$ cat src/sv/bso_pkg.sv
// Shared types and constants for the box and sphere overlap test unit.
// No dependencies; every other file imports this package.
package bso_pkg;

	localparam int ACTION_W = 2;
	localparam int FIELD_W = 32;
	localparam int RAD_W = 31;
	localparam int RSUM_W = RAD_W + 1;
	localparam int RR_W = 2 * RSUM_W;
	localparam int STAGES = 6;

	localparam logic [ACTION_W-1:0] ACT_BOX_POINT = 2'd0;
	localparam logic [ACTION_W-1:0] ACT_BOX_SPHERE = 2'd1;
	localparam logic [ACTION_W-1:0] ACT_SPHERE_SPHERE = 2'd2;
	localparam logic [ACTION_W-1:0] ACT_SPHERE_POINT = 2'd3;

	// Per-word control that rides down the pipeline beside the arithmetic.
	typedef struct packed {
		logic [ACTION_W-1:0] action;
		logic inside_box;
	} tag_t;

endpackage

$ cat src/sv/bso_reduce.sv
// Pipeline stages 5 and 6: sum of the three squares and the final compare.
// Depends on bso_pkg.
module bso_reduce import bso_pkg::*; #(
	parameter int CW = 32
) (
	input logic clk,
	input logic [1:0] en,
	input logic [2*CW-1:0] sq_x,
	input logic [2*CW-1:0] sq_y,
	input logic [2*CW-1:0] sq_z,
	input logic [RR_W-1:0] rr_s4,
	input tag_t tag_s4,
	output logic hit_s6
);

	localparam int SUM_W = 2 * CW + 2;
	localparam int CMP_W = (SUM_W > RR_W) ? SUM_W : RR_W;

	logic [SUM_W-1:0] sum_s5;
	logic [RR_W-1:0] rr_s5;
	tag_t tag_s5;
	logic [CMP_W-1:0] sum_cmp, rr_cmp;

	assign sum_cmp = CMP_W'(sum_s5);
	assign rr_cmp = CMP_W'(rr_s5);

	always_ff @(posedge clk) begin
		if (en[0]) begin
			sum_s5 <= SUM_W'(sq_x) + SUM_W'(sq_y) + SUM_W'(sq_z);
			rr_s5 <= rr_s4;
			tag_s5 <= tag_s4;
		end
		if (en[1]) begin
			hit_s6 <= (tag_s5.action == ACT_BOX_POINT) ? tag_s5.inside_box
				: (sum_cmp <= rr_cmp);
		end
	end

endmodule

$ cat config.mk
export PLATFORM = sky130hd
export DESIGN_NAME = bso_reduce
export DESIGN_NICKNAME = d
export VERILOG_FILES = /design/src/sv/bso_pkg.sv /design/src/sv/bso_reduce.sv
export SDC_FILE = /design/constraint.sdc
export NUM_CORES = 1
export LEC_CHECK = 0
export BUFFER_PORTS_ARGS = -buffer_cell sky130_fd_sc_hd__buf_2
export CAP_MARGIN = 20
export CORE_UTILIZATION = 43
export DETAILED_ROUTE_END_ITERATION = 16
export GPL_TIMING_DRIVEN = 0
export PLACE_DENSITY = 0.67
export SLEW_MARGIN = 5
export SYNTH_ARGS = -nofsm -noshare
export SYNTH_HDL_FRONTEND = slang
export SYNTH_SLANG_ARGS = --single-unit
$ cat constraint.sdc
create_clock -name clk -period 4.12 [get_ports clk]
set_clock_uncertainty 0.2 [all_clocks]
set_input_delay 0.206 -clock clk [delete_from_list [all_inputs] [get_ports clk]]
set_output_delay 0.206 -clock clk [all_outputs]
set_load 0.005 [all_outputs]
# Yosys cells after proc, flatten, opt, wreduce, memory -nomap -nowiden
# Index checks and enable logic that the tools add are counted.
classes:
  addsub: 2
  multipliers: 0
  div: 0
  n_lt_le_gt_ge: 1
  n_eq_ne: 0
  shifts: 0
  muxes: 1
  bitwise_logic: 0
  n_reduce_logical: 1
ops:
  columns: ["op", "n"]
  rows:
  - ["$add 65x64->66", 1]
  - ["$le 66x64->1", 1]
  - ["$add 64x64->65", 1]
  - ["$logic_not 2->1", 1]
  - ["$mux 1", 1]
totals:
  ff_bits: 134
  latchBits: 0
  mem_bits_rw: 0
  mem_bits_ro: 0
  in_bits: 262
  output_inout_bits: 1
  elab_cells: 10
  n_memories: 0

# Logic depth before layout (Yosys ltp)
depth:
  depth_word: 2
  mapped_depth: 14

# Worst setup path before layout
# OpenSTA, ideal clock, no wires.
synth_path:
  path_type: "input -> register"
  start: "input port sq_x[1]"
  end: "register sum_s5[31] (netlist: sum_cmp[31]) (data pin)"
  setup_ns: 0.263
  t_arrival_ns: 3.037
  required_time_ns: 3.657
  slack_ns: 0.620
  stages: 12
  n_path_buf: 0
  path_cell_list: "fa_1 -> ha_1 -> fa_1 -> a21o_1 -> a221oi_2 -> nor3_1 -> o2111ai_2 -> nand3b_1 -> a21bo_2 -> a311o_1 -> a21oi_2 -> xnor2_1"
synth_via:
  elab_chain_len: 2
synth_rtl:
  columns: ["element", "line_no", "text"]
  rows:
  - ["start: declaration", "bso_reduce.sv:8", "input logic [2*CW-1:0] sq_x,"]
  - ["$add 64x64->65", "bso_reduce.sv:29", "sum_s5 <= SUM_W'(sq_x) + SUM_W'(sq_y) + SUM_W'(sq_z);"]
  - ["$add 65x64->66", "bso_reduce.sv:29", null]
  - ["end signal: assignment", "bso_reduce.sv:29", null]
  - ["end: declaration", "bso_reduce.sv:19", "logic [SUM_W-1:0] sum_s5;"]
# No other way between the ends.
# A chain may end at the register's enable or synchronous reset.

# Final worst setup path
layout_path:
  start: "input port sq_x[5]"
  end: "register sum_s5[62] (netlist: sum_cmp[62]) (data pin)"
# Same word-level chain as after synthesis.

==> impl_metrics.env <==
export IMPL_outcome="finished, final reports clean"
export IMPL_clkLatencyLatePin_ns=0.42
export IMPL_cp_required_ns=4.07
export IMPL_antenna_found_initial=1
export IMPL_synth_seq_area_share=0.374
export IMPL_cp_max_fo=4
export IMPL_endpoint_kind="flip-flop"
export IMPL_hold_viol=0
export IMPL_drc=0
export IMPL_postCtsHoldBufs=69
export IMPL_leakagePower_nw=6.25
export IMPL_timing_fmax_mhz=269
export IMPL_nets=1798
export IMPL_synth_cell_types=62
export IMPL_met1_usage=0.283
export IMPL_portBuffers=262
export IMPL_wl_per_cell_um=15.5
export IMPL_ys_warn_count=0
export IMPL_max_slew_margin=0.555
export IMPL_syn_num_nets=1447
export IMPL_synth_enable_flop_cells=134
export IMPL_fin_tns_setup_ns=0
export IMPL_routabilityCongestion=0.953
export IMPL_clock_sinks=134
export IMPL_vias=8870
export IMPL_power_internal_mw=3.76
export IMPL_drv_cap=0
export IMPL_grt_start_max_net_pins=96
export IMPL_grtUsageMet2=0.356
export IMPL_drive_gt1_frac=0.233
export IMPL_nFillCells=2114
export IMPL_num_io_pins=263
export IMPL_die_x_um=160
export IMPL_grt_pass1_wl_um=43100
export IMPL_start_kind="primary input"
export IMPL_grt_util_all_layers=0.211
export IMPL_dieArea_um2=25700
export IMPL_crit_type="in -> reg"
export IMPL_area_delta_synth_final_pct=28.1
export IMPL_ys_ff_latch=134
export IMPL_fin_util=0.564
export IMPL_worst_pin_slew_ns=0.667
export IMPL_post_cts_buffers=0
export IMPL_cts_tree="done"
export IMPL_rows=57
export IMPL_power_density_nw_per_um2=417
export IMPL_drtIter0Drc=500
export IMPL_min_period_ns=3.72
export IMPL_cts_path_max_buffers=2
export IMPL_root_buffer="clkbuf_16"
export IMPL_antenna_left=0
export IMPL_clkPwrFrac=0.259
export IMPL_hpwl_um=20900
export IMPL_synth_area_per_cell_um2=10.8
export IMPL_dr_pass1_iters=5
export IMPL_drv_slew=0
export IMPL_start_util=0.440
export IMPL_timing_hold_ws_ns=0.147
export IMPL_arrival_ns=3.67
export IMPL_drt_wl_total_um=26100
export IMPL_die_y_um=160
export IMPL_synthFlopType="edfxtp_1"
export IMPL_post_route_period_util=0.904
export IMPL_cts_made_buffers=17
export IMPL_p_comb_frac=0.402
export IMPL_cts_max_level=4
export IMPL_coreArea_um2=24500
export IMPL_async_flop_share=0
export IMPL_pwr_share_seq=0.340
export IMPL_gr_total_overflow=0
export IMPL_vdd_drop_max_mv=0.229
export IMPL_grt_pass1_vias=8868
export IMPL_holdCritPathClass="in -> reg"
export IMPL_viasPerCell=5.27
export IMPL_ctsResizeCount=0
export IMPL_grt_busiest_layer="met2"
export IMPL_setup_viol=0
export IMPL_p_sw_mw=1.99
export IMPL_synth_cells=993
export IMPL_synth_area_um2=10800
export IMPL_grtUsageMet3=0.0244
export IMPL_clk_pin_slew_ns=0.06
export IMPL_swShare=0.346
export IMPL_grt_setup_unrepaired="no"
[logic make-up (layout without fill, tap and decap cells)]
group                    after synthesis  in the layout  share of synthesized area
flip-flops                           134            134                      0.374
AND/OR/NAND/NOR                      212            212                     0.0981
other                                  0              1                          0
adder cells (fa/ha/maj)              192            192                      0.269
XOR/XNOR                              61             61                     0.0496
buffers and inverters                112            476                     0.0395
AO/OA/AOI/OAI                        282            282                      0.170
[layer usage]
metal | wire length [um] | up-vias
met4 | 455 | 0
met1 | 11700 | 4176
met5 | 0 | -
met3 | 1350 | 32
li1 | - | 4354
met2 | 12600 | 308
[final timing paths]
path                                             from                     to  slack [ns]  cells after the start
worst max register to register  sum_cmp[15]$_DFFE_PP_       hit_s6$_DFFE_PP_        1.45                     10
worst min-delay path                          sq_z[1]   sum_cmp[1]$_DFFE_PP_        0.15                      3
worst min register to register    tag_s5[0]$_DFFE_PP_       hit_s6$_DFFE_PP_        0.38                      2
worst max-delay path                          sq_x[5]  sum_cmp[62]$_DFFE_PP_        0.40                     11
[synth_stat cells, drive strengths merged (2+ instances only)]
master,instances,area share
edfxtp,134,0.37
ha,127,0.15
a21oi,93,0.044
inv,84,0.029
fa,65,0.12
nand2,61,0.021
o21ai,58,0.027
a21o,56,0.039
nor2,40,0.014
nand4,36,0.021
xor2,32,0.026
xnor2,29,0.024
clkbuf,27,0.0098
nor3,18,0.0084
o21bai,16,0.011
nand3,13,0.0065
nor2b,10,0.0058
a31oi,8,0.0052
a211oi,7,0.0049
a21boi,6,0.0042
and3,6,0.0035
nand2b,6,0.0035
o21a,6,0.0042
o2111ai,5,0.0052
o211ai,5,0.0035
or3,5,0.0029
and2,4,0.0026
nor4,3,0.0017
o22ai,3,0.0023
o41ai,3,0.0024
or2,3,0.0017
or4,3,0.0024
a2111oi,2,0.0040
a21bo,2,0.0019
a221oi,2,0.0022
nand3b,2,0.0014
o31ai,2,0.0019
[flip-flops by register name, summed over array words and instances (netlist names)]
register and count:
sum_cmp 66, rr_s5 64, tag_s5 3, hit_s6 1
[power by group through the flow]
stage	registers [mW]	clock network (mW)	logic [mW]
6_report	1.95	1.49	2.31
5_1_grt	1.98	1.58	2.61
4_1_cts	1.96	1.52	2.31
2_1_floorplan	1.94	0	1.58
3_5_place_dp	1.98	0	2.23
3_3_place_gp	1.98	0	2.18
[per-stage QoR]
step	std cells	area, um2	setup WS, ns	total power, mW
finish	1682	13800	0.397	5.75
global route	1682	13800	0.238	6.16
CTS	1681	13800	0.467	5.78
detailed placement	1580	12500	0.0393	4.21
global placement	1579	12500	0.0619	4.16
floorplan	993	10800	0.620	3.53
[cells in the final DEF, fill, tap and decap left out, drive strengths merged, types with 18 or more instances in the layout]
| cell type | count |
|---|---|
| buf | 264 |
| edfxtp | 134 |
| ha | 127 |
| a21oi | 93 |
| inv | 86 |
| dlygate4sd3 | 69 |
| fa | 65 |
| nand2 | 61 |
| o21ai | 58 |
| a21o | 56 |
| clkbuf | 45 |
| nor2 | 40 |
| nand4 | 36 |
| xor2 | 32 |
| xnor2 | 29 |
| nor3 | 18 |
[critical path, cell delays in order]
cell and delay (ns):
buf_2 0.11, fa_1 0.49, ha_1 0.38, o211ai_1 0.12, o21bai_1 0.31, o2111ai_2 0.25
a2111oi_2 0.66, o22ai_2 0.27, a31oi_2 0.34, a21boi_0 0.19, o221a_1 0.33
[cell type report]
cell class	instances	area [um2]	area share
well taps	324	405	0.0294
diodes	1	2.50	0.000181
repair buffers	332	2040	0.148
inverters	84	315	0.0229
plain buffers	28	110	0.00799
flip-flops and latches	134	4020	0.292
clock buffers	18	429	0.0311
clock inverters	14	154	0.0112
multi-input cells	747	6310	0.458
Power figures use the tool's default switching activity.
