File: config.mk
export PLATFORM = sky130hd
export DESIGN_NAME = bso_axis
export DESIGN_NICKNAME = d
export VERILOG_FILES = /design/src/sv/bso_pkg.sv /design/src/sv/bso_axis.sv
export SDC_FILE = /design/constraint.sdc
export NUM_CORES = 2
export LEC_CHECK = 0
export BUFFER_PORTS_ARGS = -buffer_cell sky130_fd_sc_hd__buf_2
export CAP_MARGIN = 20
export CORE_MARGIN = 1.5
export CORE_UTILIZATION = 52
export DETAILED_ROUTE_END_ITERATION = 6
export PLACE_DENSITY_LB_ADDON = 0.25
export SYNTH_ARGS = -nofsm -noshare
export SYNTH_HDL_FRONTEND = slang
export SYNTH_SLANG_ARGS = --single-unit
File: constraint.sdc
create_clock -name clk -period 10.76 [get_ports clk]
set_input_delay 1.614 -clock clk [delete_from_list [all_inputs] [get_ports clk]]
set_output_delay 1.614 -clock clk [all_outputs]
set_load 0.01 [all_outputs]
File: src/sv/bso_pkg.sv
// Shared types and constants for the box and sphere overlap test unit.
// No dependencies; every other file imports this package.
package bso_pkg;

	localparam int ACTION_W = 2;
	localparam int FIELD_W = 32;
	localparam int RAD_W = 31;
	localparam int RSUM_W = RAD_W + 1;
	localparam int RR_W = 2 * RSUM_W;
	localparam int STAGES = 6;

	localparam logic [ACTION_W-1:0] ACT_BOX_POINT = 2'd0;
	localparam logic [ACTION_W-1:0] ACT_BOX_SPHERE = 2'd1;
	localparam logic [ACTION_W-1:0] ACT_SPHERE_SPHERE = 2'd2;
	localparam logic [ACTION_W-1:0] ACT_SPHERE_POINT = 2'd3;

	// Per-word control that rides down the pipeline beside the arithmetic.
	typedef struct packed {
		logic [ACTION_W-1:0] action;
		logic inside_box;
	} tag_t;

endpackage

File: src/sv/bso_axis.sv
// One coordinate axis, pipeline stages 1 to 4: clamp, absolute gap, partial
// products and the assembled square. Depends on bso_pkg.
module bso_axis import bso_pkg::*; #(
	parameter int CW = 32
) (
	input logic clk,
	input logic [3:0] en,
	input logic box_sphere,
	input logic [FIELD_W-1:0] first_raw,
	input logic [FIELD_W-1:0] bmax_raw,
	input logic [FIELD_W-1:0] probe_raw,
	output logic inside_s1,
	output logic [2*CW-1:0] sq_s4
);

	localparam int LO_W = (CW + 1) / 2;
	localparam int HI_W = CW - LO_W;

	logic [CW+FIELD_W-1:0] first_ext, bmax_ext, probe_ext;
	logic [CW-1:0] first_c, bmax_c, probe_c;
	logic [CW-1:0] first_b, bmax_b, probe_b;
	logic [CW-1:0] upper, nearest;
	logic [CW-1:0] a_s1, b_s1;
	logic [CW-1:0] gap_s2;
	logic [2*HI_W-1:0] hh_s3;
	logic [HI_W+LO_W-1:0] hl_s3;
	logic [2*LO_W-1:0] ll_s3;

	// Fields wider than the coordinate are truncated; narrower ones are zero-extended.
	assign first_ext = {{CW{1'b0}}, first_raw};
	assign bmax_ext = {{CW{1'b0}}, bmax_raw};
	assign probe_ext = {{CW{1'b0}}, probe_raw};
	assign first_c = first_ext[CW-1:0];
	assign bmax_c = bmax_ext[CW-1:0];
	assign probe_c = probe_ext[CW-1:0];

	// Offset binary so that unsigned compares give the signed order.
	assign first_b = {~first_c[CW-1], first_c[CW-2:0]};
	assign bmax_b = {~bmax_c[CW-1], bmax_c[CW-2:0]};
	assign probe_b = {~probe_c[CW-1], probe_c[CW-2:0]};

	assign upper = (probe_b < bmax_b) ? probe_b : bmax_b;
	assign nearest = (first_b > upper) ? first_b : upper;

	always_ff @(posedge clk) begin
		if (en[0]) begin
			inside_s1 <= (probe_b > first_b) && (probe_b < bmax_b);
			a_s1 <= probe_b;
			b_s1 <= box_sphere ? nearest : first_b;
		end
		if (en[1]) begin
			gap_s2 <= (a_s1 >= b_s1) ? (a_s1 - b_s1) : (b_s1 - a_s1);
		end
		if (en[2]) begin
			hh_s3 <= gap_s2[CW-1:LO_W] * gap_s2[CW-1:LO_W];
			hl_s3 <= gap_s2[CW-1:LO_W] * gap_s2[LO_W-1:0];
			ll_s3 <= gap_s2[LO_W-1:0] * gap_s2[LO_W-1:0];
		end
		if (en[3]) begin
			// The high and low squares do not overlap, so they concatenate.
			sq_s4 <= {hh_s3, ll_s3} + ((2*CW)'(hl_s3) << (LO_W + 1));
		end
	end

endmodule

# After elaboration in Yosys (flattened, before gate mapping)
# Index checks and enable logic that the tools add are counted.
[word_totals]
in_bits = 102
word_cells = 26
out_inout_bits = 65
register_bits = 257
[op_classes]
n_mux = 4
n_mul = 3
n_reduce_logical = 1
order_cmp = 4
add_sub_neg = 3
n_bitwise = 3
[ops]
columns = ["cell", "count"]
rows = [
  ["32-bit 2-to-1 mux", 4],
  ["16-bit by 16-bit multiplier with 32-bit output", 3],
  ["64-bit by 49-bit adder with 64-bit output", 1],
  ["32-bit greater-than comparator", 2],
  ["32-bit subtractor", 2],
  ["32-bit greater-or-equal comparator", 1],
  ["32-bit < comparator", 1],
  ["1-bit NOT", 3],
  ["1-bit logical AND", 1],
]

# Longest topological paths before layout
[depth]
ltp_word = 6
ltp_mapped = 25
mapped_depth_nobuf = 24

# Worst setup path before layout
# Ideal clock, no wire load.
[synth_timing]
path_kind = "reg2reg"
startpoint = "register gap_s2[9]"
endpoint = "register ll_s3[28], data pin"
period_less_slack_ns = 6.433
t_arrival_ns = 6.161
required_time_ns = 10.488
stages_incl_launch_ff = 23
path_slack_ns = 4.327
setup_time_ns = 0.272
path_buffers = 2
cell_sequence = "edfxtp_1 clkbuf_1 clkbuf_1 nand2_1 fa_1 fa_1 inv_1 fa_1 fa_1 fa_1 inv_1 fa_1 inv_1 ha_1 and3_1 nand2_1 o21ai_0 nand3_1 a31oi_1 a211o_1 a21o_1 and3_1 or4_1"
[synth_between]
elab_chain_cells = 1
[synth_lines]
columns = ["element", "line_no", "rtl"]
rows = [
  ["from (decl)", "bso_axis.sv:24", "logic [CW-1:0] gap_s2;"],
  ["from (signal assigned)", "bso_axis.sv:52", "gap_s2 <= (a_s1 >= b_s1) ? (a_s1 - b_s1) : (b_s1 - a_s1);"],
  ["16-bit by 16-bit multiplier with 32-bit output", "bso_axis.sv:57", "ll_s3 <= gap_s2[LO_W-1:0] * gap_s2[LO_W-1:0];"],
  ["to (signal assigned)", "bso_axis.sv:57", ""],
  ["to (decl)", "bso_axis.sv:27", "logic [2*LO_W-1:0] ll_s3;"],
]
# Every way passes these cells.
# A chain may end at the register's enable or synchronous reset.

# Worst setup path in the final report
[layout_timing]
startpoint = "register gap_s2[2]"
endpoint = "register ll_s3[28], data pin"
# Same word-level chain as after synthesis.

==> flow_summary.yaml <==
status:
  status: "finished, final reports clean"
detailed_routing:
  drc: 0
  ant_nets: 0
  first_pass_iters: 6
  avgViaCountPerCell: 5.395
  routedWlPerCell_um: 17.64
  vias: 27570
  drt_iter0_markers: 1471
  wl_um: 90120
clock_network:
  postCtsHoldBufs: 0
  post_cts_resized: 0
  cts_made_buffers: 30
  clockBufferDepth: 3
  cts_tree: "built"
  cts_sinks: 254
  path_clk_slew_ps: 60
  cts_setup_buffers: 0
  clock_latency_ps: 600
  clockRootBuffer: "clkbuf_16"
  htree_levels: 1
global_routing:
  grt_max_degree: 66
  grt_use_total: 0.2412
  antenna_found_initial: 1
  grt_overflow: 0
  grt_pass1_vias: 28110
  grt_pass1_wl_um: 145400
timing:
  relSlewSlack: 0.3788
  fin_crit_ps: 7149
  timing.fmax_mhz: 139.9
  timing.final.crit_share: 0.6644
  tns_ps: 0
  final-hold-violation-count: 0
  worst_slew_pin_slew_ps: 931.8
  finalMaxSlewViolations: 0
  rsz0062_at_grt: "no"
  fin_skew_ps: 26.63
  setup_violations: 0
die:
  io_pins: 167
  num_rows: 99
  dieWidth_um: 275.9
  core_area_um2: 73330
  start_util: 0.5280
  chipHeight_um: 275.9
  die-area_um2: 76100
synthesis:
  synth_flop_cell: "edfxtp_1"
  yosysWarningCount: 0
  syn_area_per_cell_um2: 9.598
  async_flop_share: 0
  yosysSeqAreaShare: 0.1970
  synth_cell_types: 84
  syn_inst: 4034
  ys_seq_elements: 254
  syn_nets: 5149
  syn_area_um2: 38720
  synth_edf_count: 254
worst_hold_path:
  min_path_cells: 0
  hold_class: "reg2reg"
  min_from: "ll_s3[15]$_DFFE_PP_"
setup_path:
  cp-start-kind: "flop"
  rr_worst_depth: 22
  crit_type: "reg2reg"
  critPathCaptureType: "flop"
  arrival_ps: 7490
  critPathRequiredTime_ps: 11100
  r2r_start: "gap_s2[2]$_DFFE_PP_"
  crit_path_max_fanout: 17
  crit_start: "gap_s2[2]$_DFFE_PP_"
cells_and_area:
  fill_cells: 6484
  final_cell_mix: "inv_1 (856), fa_1 (521), ha_1 (492)"
  drive_above_1_share: 0.06867
  final_nets: 5244
  mostFrequentLayoutCell: "inv_1"
  antennaDiodeCount: 0
  syn_to_final_growth_pct: 7.245
place:
  gp_congestion: 0.9294
  dp_hpwl_um: 70220
  io_buffers: 165
run:
  cap_viol_max_count: 0
-- cells by family (layout without fill, tap and decap cells) --
kind of cell,after synthesis,after routing,synth area share
buffers and inverters,999,1115,0.09844
adder cells (fa/ha/maj),1013,1013,0.4284
flip-flops,254,254,0.1970
AND/OR/NAND/NOR,934,934,0.1185
other,1,1,0.00009686
XOR/XNOR,168,168,0.03800
AO/OA/AOI/OAI,589,589,0.09967
multiplexers,76,76,0.01994
-- metal layers --
layer  routed length, um  GRT usage  up-vias
met3                4300    0.02323      156
li1                    -          -    13190
met4                3349    0.08653        0
met5                   0          0        -
met2               45260     0.4286      704
met1               37210     0.3050    13510
-- worst paths after layout --
path                         endpoint  slack [ps]
setup / recovery  ll_s3[28]$_DFFE_PP_        3610
hold / removal    sq_s4[15]$_DFFE_PP_         420
setup reg to reg  ll_s3[28]$_DFFE_PP_        3610
hold reg to reg   sq_s4[15]$_DFFE_PP_         420
-- registers in the layout, summed over array words and instances (netlist names) --
name       cells
a_s1          32
b_s1          32
gap_s2        32
hh_s3         31
hl_s3         32
inside_s1      1
ll_s3         31
sq_s4         63
-- layout make-up --
cell class	instances	area (um2)	share of cell area
multi-input cells	2781	27300	0.6575
repair buffers	204	1125	0.02709
inverters	858	3223	0.07762
well taps	959	1200	0.02890
clock inverters	20	262.8	0.006328
flip-flops and latches	254	7627	0.1837
clock buffers	33	783.3	0.01886
-- critical path, cell delays in order (launching register included) --
cell and delay (ps):
edfxtp_1 770, buf_4 320, inv_1 130, nor2_1 170
ha_1 280, xor2_1 200, fa_1 550, inv_1 50
fa_1 490, fa_1 500, fa_1 490, inv_1 50
fa_1 480, inv_1 40, ha_1 350, and3_1 180
nand3_1 80, a211o_1 270, a31oi_1 410, a211o_1 280
a21o_1 180, a2111oi_0 100, or4_1 510
-- cells in the mapped netlist, types with 8 or more instances --
cell type	count	share of area
nor4_1	8	0.0013
nand3_1	42	0.0054
mux2i_1	70	0.018
inv_1	856	0.083
nor2_1	120	0.012
clkbuf_1	117	0.011
xor2_1	56	0.013
nand2b_1	34	0.0055
xnor2_1	112	0.025
and3_1	26	0.0042
a21oi_1	180	0.023
o21a_1	29	0.0056
nor3_1	18	0.0023
nand4_1	38	0.0061
o21ai_0	96	0.012
a211oi_1	24	0.0047
and2_1	206	0.033
a31oi_1	21	0.0034
buf_2	14	0.0018
nand2_1	369	0.036
o21bai_1	21	0.0041
nor2b_1	38	0.0061
edfxtp_1	254	0.20
o211ai_1	8	0.0016
o31ai_1	8	0.0016
ha_1	492	0.16
a21o_1	116	0.022
fa_1	521	0.27
-- through the flow --
step / hold slack [ps] / utilization / worst slack [ps] / std cells / instance area, um2
global route: 424.5 / 0.5662 / 3221 / 5109 / 41520
detailed placement: 404.5 / 0.5520 / 3586 / 5056 / 40480
finish: 418.9 / 0.5662 / 3611 / 5109 / 41520
CTS: 418.8 / 0.5662 / 3582 / 5109 / 41520
global placement: 402.6 / 0.5518 / 3791 / 5055 / 40470
floorplan: 400.3 / - / 4327 / 4034 / 38720
Power is left out: the tool's default activity adds up to more than one toggle a clock period on the data nets, which glitch-free logic cannot reach.
